**src/bdlp_pkg.sv**
```systemverilog
`timescale 1ns / 1ps
// ----------------------------------------------------------------------------
// bdlp_pkg
// Shared types and constants of the button debouncer with long-press detect.
// ----------------------------------------------------------------------------
package bdlp_pkg;

  localparam int BUTTONS       = 16;
  localparam int COUNTER_WIDTH = 16;

  localparam int ScanW    = 16;  // shift register word width
  localparam int CmdW     = 2;
  localparam int BtnNumW  = 4;   // width of the button number field
  localparam int TicksW   = 16;  // width of the long_press_ticks register
  localparam int BtnIdxW  = (BUTTONS > 1) ? $clog2(BUTTONS) : 1;

  localparam logic [TicksW-1:0] ResetTicks = 16'd20;

  typedef enum logic [CmdW-1:0] {
    CMD_SCAN       = 2'd0,
    CMD_READ_SHORT = 2'd1,
    CMD_READ_LONG  = 2'd2,
    CMD_UNUSED     = 2'd3
  } cmd_e;

  // scan position (0 = MSB of the word) to button number, groups of four
  function automatic int pos_to_button(input int pos);
    int btn;
    if (pos < 4) begin
      btn = pos + 4;
    end else if (pos < 8) begin
      btn = 7 - pos;
    end else if (pos < 12) begin
      btn = pos + 4;
    end else begin
      btn = 23 - pos;
    end
    return btn;
  endfunction

endpackage

```
**src/button_debounce_long_press.sv**
```systemverilog
`timescale 1ns / 1ps
// ----------------------------------------------------------------------------
// button_debounce_long_press
// Three-sample debouncer for a scanned button word, with short/long press
// flags and read-clear queries.
// ----------------------------------------------------------------------------
// channel  | direction | handshake              | payload
// ---------+-----------+------------------------+------------------------------
// in       | input     | in_valid_i / in_stall_o| command_i, raw_word_i,
//          |           |                        | button_number_i
// out      | output    | out_valid_o/out_stall_i| event_seen_o
// cfg      | input     | cfg_we_i               | cfg_wdata_i (long_press_ticks)
//
// A scan tick shifts the new sample into the three-sample history, then the
// debounce and hold-counter update runs one button per cycle through a single
// shared decrement/compare step, during which in_stall_o is high.
// Every item yields one result, queued in a two-entry output buffer, so the
// next item is taken while a result still waits on a stalled output.
// rst_ni clears samples, stable state and flags, and loads the hold counters
// with the reset value of long_press_ticks.
// ----------------------------------------------------------------------------
module button_debounce_long_press (
  input  logic                              clk_i,
  input  logic                              rst_ni,
  input  logic                              in_valid_i,
  output logic                              in_stall_o,
  input  logic [bdlp_pkg::CmdW-1:0]         command_i,
  input  logic [bdlp_pkg::ScanW-1:0]        raw_word_i,
  input  logic [bdlp_pkg::BtnNumW-1:0]      button_number_i,
  output logic                              out_valid_o,
  input  logic                              out_stall_i,
  output logic                              event_seen_o,
  input  logic                              cfg_we_i,
  input  logic [bdlp_pkg::TicksW-1:0]       cfg_wdata_i
);

  localparam int NB  = bdlp_pkg::BUTTONS;
  localparam int CW  = bdlp_pkg::COUNTER_WIDTH;
  localparam int IW  = bdlp_pkg::BtnIdxW;
  localparam logic [IW-1:0] LastBtn = IW'(NB - 1);

  typedef enum logic {
    ST_IDLE,
    ST_SCAN
  } state_e;

  state_e               state_q, state_d;
  logic [IW-1:0]        btn_q, btn_d;
  logic [bdlp_pkg::TicksW-1:0] ticks_q, ticks_d;
  logic [NB-1:0]        newest_q, newest_d;
  logic [NB-1:0]        prev_q, prev_d;
  logic [NB-1:0]        older_q, older_d;
  logic [NB-1:0]        stable_q, stable_d;
  logic [NB-1:0]        short_q, short_d;
  logic [NB-1:0]        long_q, long_d;
  logic [CW-1:0]        hold_q [NB];
  logic [CW-1:0]        hold_d [NB];
  logic [1:0]           cnt_q, cnt_d;
  logic                 res0_q, res0_d;
  logic                 res1_q, res1_d;

  logic                 in_xfer;
  logic                 out_xfer;
  logic [NB-1:0]        pressed;
  logic                 result;
  logic                 btn_in_range;
  logic [IW-1:0]        btn_sel;
  logic [CW-1:0]        reload;
  logic [CW-1:0]        dec;
  logic                 smp_n, smp_p, smp_o, stb;

  assign in_stall_o   = (state_q == ST_SCAN) || (cnt_q == 2'd2);
  assign in_xfer      = in_valid_i && !in_stall_o;
  assign out_valid_o  = (cnt_q != 2'd0);
  assign event_seen_o = res0_q;
  assign out_xfer     = out_valid_o && !out_stall_i;

  assign btn_in_range = (32'(button_number_i) < NB);
  assign btn_sel      = button_number_i[IW-1:0];
  assign reload       = ticks_q[CW-1:0];

  // shared unit: one button's counter step per cycle
  assign dec   = hold_q[btn_q] - CW'(1);
  assign smp_n = newest_q[btn_q];
  assign smp_p = prev_q[btn_q];
  assign smp_o = older_q[btn_q];
  assign stb   = stable_q[btn_q];

  // permute the active-low word to button order
  always_comb begin
    int b;
    b = 0;
    pressed = '0;
    for (int i = 0; i < bdlp_pkg::ScanW; i++) begin
      b = bdlp_pkg::pos_to_button(i);
      if (b < NB) begin
        pressed[IW'(b)] = ~raw_word_i[bdlp_pkg::ScanW-1-i];
      end
    end
  end

  always_comb begin
    state_d  = state_q;
    btn_d    = btn_q;
    ticks_d  = ticks_q;
    newest_d = newest_q;
    prev_d   = prev_q;
    older_d  = older_q;
    stable_d = stable_q;
    short_d  = short_q;
    long_d   = long_q;
    hold_d   = hold_q;
    result   = 1'b0;

    if (cfg_we_i) begin
      ticks_d = cfg_wdata_i;
    end

    case (state_q)
      ST_IDLE: begin
        if (in_xfer) begin
          case (bdlp_pkg::cmd_e'(command_i))
            bdlp_pkg::CMD_SCAN: begin
              older_d  = prev_q;
              prev_d   = newest_q;
              newest_d = pressed;
              btn_d    = '0;
              state_d  = ST_SCAN;
            end
            bdlp_pkg::CMD_READ_SHORT: begin
              if (btn_in_range && short_q[btn_sel]) begin
                result           = 1'b1;
                short_d[btn_sel] = 1'b0;
              end
            end
            bdlp_pkg::CMD_READ_LONG: begin
              if (btn_in_range && long_q[btn_sel]) begin
                result          = 1'b1;
                long_d[btn_sel] = 1'b0;
              end
            end
            default: begin
            end
          endcase
        end
      end
      ST_SCAN: begin
        if ((smp_n == smp_p) && (smp_p == smp_o)) begin
          if (smp_p != stb) begin
            stable_d[btn_q] = smp_p;
            if (smp_p) begin
              hold_d[btn_q]  = reload;
              short_d[btn_q] = 1'b1;
            end
          end else if (dec == '0) begin
            hold_d[btn_q] = reload;
            if (stb) begin
              short_d[btn_q] = 1'b0;
              long_d[btn_q]  = 1'b1;
            end
          end else begin
            hold_d[btn_q] = dec;
          end
        end
        if (btn_q == LastBtn) begin
          state_d = ST_IDLE;
        end else begin
          btn_d = btn_q + IW'(1);
        end
      end
      default: begin
        state_d = ST_IDLE;
      end
    endcase
  end

  // two-entry result buffer
  always_comb begin
    cnt_d  = cnt_q;
    res0_d = res0_q;
    res1_d = res1_q;
    if (in_xfer && !out_xfer) begin
      if (cnt_q == 2'd0) begin
        res0_d = result;
      end else begin
        res1_d = result;
      end
      cnt_d = cnt_q + 2'd1;
    end else if (!in_xfer && out_xfer) begin
      res0_d = res1_q;
      cnt_d  = cnt_q - 2'd1;
    end else if (in_xfer && out_xfer) begin
      // only possible with one entry held
      res0_d = result;
    end
  end

  always_ff @(posedge clk_i or negedge rst_ni) begin
    if (!rst_ni) begin
      state_q  <= ST_IDLE;
      btn_q    <= '0;
      ticks_q  <= bdlp_pkg::ResetTicks;
      newest_q <= '0;
      prev_q   <= '0;
      older_q  <= '0;
      stable_q <= '0;
      short_q  <= '0;
      long_q   <= '0;
      for (int k = 0; k < NB; k++) begin
        hold_q[k] <= bdlp_pkg::ResetTicks[CW-1:0];
      end
      cnt_q    <= 2'd0;
    end else begin
      state_q  <= state_d;
      btn_q    <= btn_d;
      ticks_q  <= ticks_d;
      newest_q <= newest_d;
      prev_q   <= prev_d;
      older_q  <= older_d;
      stable_q <= stable_d;
      short_q  <= short_d;
      long_q   <= long_d;
      hold_q   <= hold_d;
      cnt_q    <= cnt_d;
    end
  end

  always_ff @(posedge clk_i) begin
    res0_q <= res0_d;
    res1_q <= res1_d;
  end

endmodule

```
**config.mk**
```make
export PLATFORM = sky130hd
export DESIGN_NAME = button_debounce_long_press
export DESIGN_NICKNAME = d
export VERILOG_FILES = /design/src/bdlp_pkg.sv /design/src/button_debounce_long_press.sv
export SDC_FILE = /design/constraint.sdc
export NUM_CORES = 1
export LEC_CHECK = 0
export BUFFER_PORTS_ARGS = -buffer_cell sky130_fd_sc_hd__clkbuf_2
export CORE_ASPECT_RATIO = 0.6
export CORE_MARGIN = 2
export CORE_UTILIZATION = 45
export DETAILED_ROUTE_END_ITERATION = 6
export PLACE_DENSITY_LB_ADDON = 0.3
export SYNTH_ARGS = -nofsm -noshare
export SYNTH_HDL_FRONTEND = slang
export SYNTH_SLANG_ARGS = --single-unit
```
**constraint.sdc**
```tcl
create_clock -name clk_i -period 11.7 [get_ports clk_i]
set_input_delay 0.585 -clock clk_i [delete_from_list [all_inputs] [get_ports clk_i]]
set_output_delay 0.585 -clock clk_i [all_outputs]
set_load 0.02 [all_outputs]
```
==> results of run 1 <==
-- power breakdown --
group          leakage, nW  internal (mW)  switching [mW]  total (mW)
combinational         2.91          0.982            1.91        2.89
clock                0.541          0.617           0.471        1.09
sequential            4.44           1.71           0.307        2.01
total                 7.89           3.31            2.69        6.00
-- synthesized netlist by cell type (all sizes together), types with 5 or more instances --
master  count  area, um2
a21boi     10       75.1
a21oi      29        145
a22oi      34        260
a311oi      5       43.8
a32oi       7       61.3
and2        6       37.5
buf        26        160
clkbuf    103        392
dfrtp     317       7930
dfstp      34        893
ha         12        150
inv        19       71.3
mux2       17        191
mux4       88       1980
nand2     369       1390
nand2b      8       50.1
nand3      30        150
nand4      13       87.6
nor2       64        240
nor2b       8       50.1
nor3        5       25.0
nor4        7       43.8
o211ai      5       37.5
o21ai     315       1580
or2         8       50.1
or3         5       31.3
xnor2       6       52.6
xor2        5       43.8
-- path summary, 6_finish.rpt --
kind,endpoint,slack [ns],depth (start not counted)
worst max-delay path,hold_q[161],4.90,16
worst min-delay path,hold_q[227],0.02,1
worst max register to register,hold_q[161],4.90,16
worst min register to register,hold_q[203],0.47,2
max in group asynchronous,hold_q[8],10.20,2
min in group clk_i,newest_q[0],0.26,2
-- metrics by stage --
stage	hold WS, ns	cell area (um2)
floorplan	0.289	16700
global placement	0.455	17200
detailed placement	0.463	17200
CTS	0.0366	18300
global route	0.0459	18300
finish	0.0180	18300
-- area by class of cell --
cell class	count	area share, %
timing repair buffer	75	2.62
sequential	353	48.5
multi-input combinational	1103	39.3
clock buffer	47	5.41
clock inverter	11	0.478
inverter	19	0.389
tap	476	3.25
-- flip-flops by register name, summed over array words and instances (netlist names), 4 cells and up, named ones only --
signal	flops
long_q	16
btn_q	4
reload	16
prev_q	8
stable_q	16
older_q	8
hold_q	256
newest_q	8
-- kinds of logic after synthesis --
| logic type | count (synthesis) | share of synthesized area (%) |
|---|---|---|
| mux | 108 | 13.2 |
| xor+xnor | 11 | 0.577 |
| flops | 353 | 53.2 |
| simple gates | 537 | 13.6 |
| fa+ha+maj | 12 | 0.899 |
| buf+inv | 148 | 3.73 |
| compound gates | 435 | 14.8 |
-- per-layer routing --
layer	track usage [%]	wire length, um	up-vias
met1	37.5	21500	6234
met2	33.8	18600	448
met3	5.65	3870	58
li1	-	-	5634
met4	4.23	677	2
met5	1.74	96	-
==> flow_summary.json, run 1 <==
{
  "outcome": "finished clean",
  "grt_max_degree": 83,
  "rows": 54,
  "finalPower_mw": 6.00,
  "dp_cells": 2026,
  "preCtsSetupSlack_ns": 4.91,
  "yosysWarnings": 0,
  "critPathRequiredTime_ns": 12.07,
  "grt_pass1_vias": 12300,
  "crit_path_end_kind": "flip-flop",
  "grt_pass1_wl_um": 71500,
  "cts.path.max_buffers": 3,
  "cts_hold_buf": 0,
  "drive_above_1_share_pct": 17.9,
  "synthArstFlopShare_pct": 99.4,
  "syn_avg_cell_area_um2": 10.4,
  "start_util_pct": 45.8,
  "p_leak_nw": 7.89,
  "layout_commonest_cell": "nand2_1",
  "yosysSeqAreaShare_pct": 53.2,
  "port_buffers": 37,
  "die_w_um": 253,
  "slew_headroom_pct": 17.4,
  "syn_to_final_growth_pct": 9.69,
  "drc": 0,
  "post-cts-setup-buffers": 0,
  "path_common_cell": "buf_4",
  "period_share_pct": 58.1,
  "place_congestion": 0.881,
  "synth-main-ff-cell": "dfrtp_1",
  "worst-path-buf-inv": 4,
  "worst_slack_ns": 4.90,
  "clk_latency_ns": 0.53,
  "arrival_ns": 7.17,
  "fin_crit_ns": 6.80,
  "critPathKind": "reg -> reg",
  "overflow": 0,
  "synth-edff-count": 2,
  "drv_slew": 0,
  "worstPathMaxFanout": 31,
  "multi_input_area_um2": 7210,
  "grt_setup_unrepaired": "false",
  "die_y_um": 153,
  "fin_util_pct": 50.2,
  "fmax_mhz": 147,
  "cts_root_buffer": "clkbuf_16",
  "critPathTopFamily": "buffers and inverters",
  "netlist_area_um2": 16700,
  "wl_um": 44800,
  "synth_fp_nets": 1659,
  "path_cells": "buf_4 > buf_4 > mux4_2 > a22oi_1 > nand2_1 > inv_1 > ha_1 > nand3_1 > nor2_1 > a21boi_0 > nor4_1 > nand4_2 > o31ai_4 > buf_4 > mux2i_2 > a21oi_1",
  "reg2reg_from": "btn_q[0]",
  "setup_viol_count_final": 0,
  "grtUsageTotal_pct": 23.9,
  "drv_cap": 0,
  "ys_types": 61,
  "dieArea_um2": 38700,
  "core_area_um2": 36500,
  "diodes": 0,
  "vias": 12400,
  "synth-seq-cells": 353,
  "final_cells": 2084,
  "antenna_found_initial": 0,
  "numCtsBuffers": 34,
  "hp-class": "in -> async",
  "p_per_area_nw_per_um2": 327,
  "worst_pin_slew_ns": 1.23,
  "slowest_stage": "mux2i_2",
  "crit_path_start": "btn_q[0]",
  "fill_cells": 3267,
  "clock_sinks": 353,
  "firstDrtPassIters": 5,
  "worstSetupStartpointType": "flip-flop",
  "fin_skew_ns": 0.0191,
  "ant_nets": 0,
  "wl_per_cell_um": 21.5,
  "vias_per_cell": 5.94,
  "drt_iter0_markers": 1361,
  "critical_path.max_stage_delay_ns": 0.77,
  "cts_tree": "done",
  "fin_setup_tns_ns": 0,
  "synthCells": 1604,
  "hpwlAfterDp_um": 29000,
  "fin_nets": 1641,
  "htree_levels": 2,
  "layout_common_cells": "nand2_1 (369), dfrtp_1 (315), o21ai_0 (310)",
  "final_hold_viol_count": 0,
  "seqCellArea_um2": 8890,
  "ir_worst_vdd_mv": 0.217,
  "ctsResizeCount": 0,
  "cts.clk_slew.worst_paths_ns": 0.06,
  "io_pins": 46
}
No activity file was read; power rests on OpenSTA's default activity.
==> run 2: changes to the inputs <==
clock period = 7.1 ns   (was 11.7 ns; I/O delays follow)
==> flow_summary.json, run 2 (synthesis results as in run 1) <==
{
  "port_buffers": 37,
  "crit_path_end_kind": "flip-flop",
  "grtUsageTotal_pct": 24.4,
  "cts.path.max_buffers": 3,
  "clock_sinks": 353,
  "final_cells": 2097,
  "seqCellArea_um2": 8890,
  "period_share_pct": 84.3,
  "top_register": "hold_q",
  "fin_util_pct": 50.9,
  "outcome": "finished clean",
  "wl_per_cell_um": 21.9,
  "grt_util_met2_pct": 33.5,
  "drive_above_1_share_pct": 18.3,
  "hp-class": "in -> reg",
  "worst_pin_slew_ns": 1.23,
  "hpwlAfterDp_um": 29600,
  "worstSetupStartpointType": "flip-flop",
  "ant_nets": 0,
  "io_pins": 46,
  "fin_setup_tns_ns": 0,
  "ctsResizeCount": 0,
  "syn_to_final_growth_pct": 11.1,
  "drt_iter0_markers": 1268,
  "critPathTopFamily": "simple AND/OR/NAND/NOR gates",
  "clk_latency_ns": 0.54,
  "cts_root_buffer": "clkbuf_16",
  "wl_um": 46000,
  "grt_pass1_wl_um": 72500,
  "place_congestion": 0.918,
  "timing.hold.ws_ns": 0.00842,
  "overflow": 0,
  "slowest_stage": "dfrtp_4",
  "die_y_um": 153,
  "use_met3_pct": 6.86,
  "grt-busiest-layer": "met1",
  "p_per_area_nw_per_um2": 548,
  "core_area_um2": 36500,
  "htree_levels": 2,
  "dp_cells": 2030,
  "rows": 54,
  "antenna_found_initial": 1,
  "largest_register_ffs": 256,
  "arrival_ns": 6.39,
  "ir_worst_vdd_mv": 0.341,
  "vias_per_cell": 5.93,
  "layout_common_cells": "nand2_1 (369), dfrtp_1 (315), o21ai_0 (310)",
  "slew_headroom_pct": 18.0,
  "layout_commonest_cell": "nand2_1",
  "vias": 12400,
  "fin_skew_ns": 0.0286,
  "critPathRequiredTime_ns": 7.51,
  "fin_nets": 1651,
  "die_w_um": 253,
  "dieArea_um2": 38700,
  "cts.clk_slew.worst_paths_ns": 0.06,
  "worstPathMaxFanout": 39,
  "multi_input_area_um2": 7220,
  "cts_tree": "done",
  "grt_pass1_vias": 12300,
  "diodes": 0,
  "critPathKind": "reg -> reg",
  "grt_max_degree": 150,
  "drc": 0,
  "post-cts-setup-buffers": 0,
  "p_leak_nw": 8.00,
  "drv_cap": 0,
  "setup_viol_count_final": 0,
  "fill_cells": 3257,
  "fin_crit_ns": 5.98,
  "grtUsageMet1_pct": 38.2,
  "worst-path-buf-inv": 1,
  "start_util_pct": 45.8,
  "final_hold_viol_count": 0,
  "path_common_cell": "nand3_1",
  "numCtsBuffers": 34,
  "firstDrtPassIters": 5,
  "fmax_mhz": 167,
  "grt_setup_unrepaired": "false",
  "critical_path.max_stage_delay_ns": 0.96,
  "path_cells": "mux4_2 > a22oi_1 > nand2_1 > inv_1 > ha_1 > nand3_1 > nor2_1 > a21boi_0 > nor4_1 > nand3_1 > nor4_1 > nand3_1 > o21ai_0",
  "drv_slew": 0
}
run 2: cell count changes in the layout (fill, tap and decap cells not counted), sizes merged:
| cell | previous run | this run |
|---|---|---|
| dlygate4sd3 | 0 | 6 |
| buf | 39 | 43 |
| clkbuf | 83 | 85 |
| clkinv | 9 | 6 |
| bufinv | 1 | 5 |
run 2: final cells by class:
cell class | count | share of cell area (%)
clock inverter | 12 | 1.02
tap | 476 | 3.21
clock buffer | 49 | 5.49
multi-input combinational | 1103 | 38.9
sequential | 353 | 47.9
timing repair buffer | 85 | 3.14
inverter | 19 | 0.384
run 2: metrics by stage:
step | power, mW | instance area [um2] | setup WS, ns
6_report | 10.2 | 18600 | 1.12
5_1_grt | 10.9 | 18600 | 0.554
4_1_cts | 10.1 | 18600 | 1.25
3_5_place_dp | 8.11 | 17300 | 1.29
3_3_place_gp | 7.95 | 17300 | 1.52
2_1_floorplan | 6.68 | 16700 | 2.43
run 2: power breakdown:
group          switching (mW)  internal [mW]
logic                    3.13           1.67
clock network           0.809           1.18
registers               0.586           2.81
run 2: final timing paths:
| check | startpoint | endpoint | slack, ns | cells after the start |
|---|---|---|---|---|
| setup / recovery | btn_q[0] | long_q[3] | 1.12 | 13 |
| hold / removal | raw_word_i[13] | newest_q[6] | 0.008 | 2 |
| setup reg to reg | btn_q[0] | long_q[3] | 1.12 | 13 |
| hold reg to reg | hold_q[134] | hold_q[134] | 0.48 | 2 |
| max in group asynchronous | rst_ni | btn_q[0] | 4.83 | 3 |
| min in group asynchronous | rst_ni | hold_q[224] | 0.49 | 2 |
run 2: repair_timing:
action / in CTS / in global routing
endpoints found under the setup margin: 0 / 0
hold buffers: 6 / 0
endpoints found under the hold margin: 17 / 0
run 2: layer usage:
| layer | vias up | routed length (um) |
|---|---|---|
| met3 | 74 | 4860 |
| met2 | 523 | 18600 |
| met5 | - | 0 |
| met4 | 0 | 857 |
| met1 | 6188 | 21700 |
| li1 | 5649 | - |
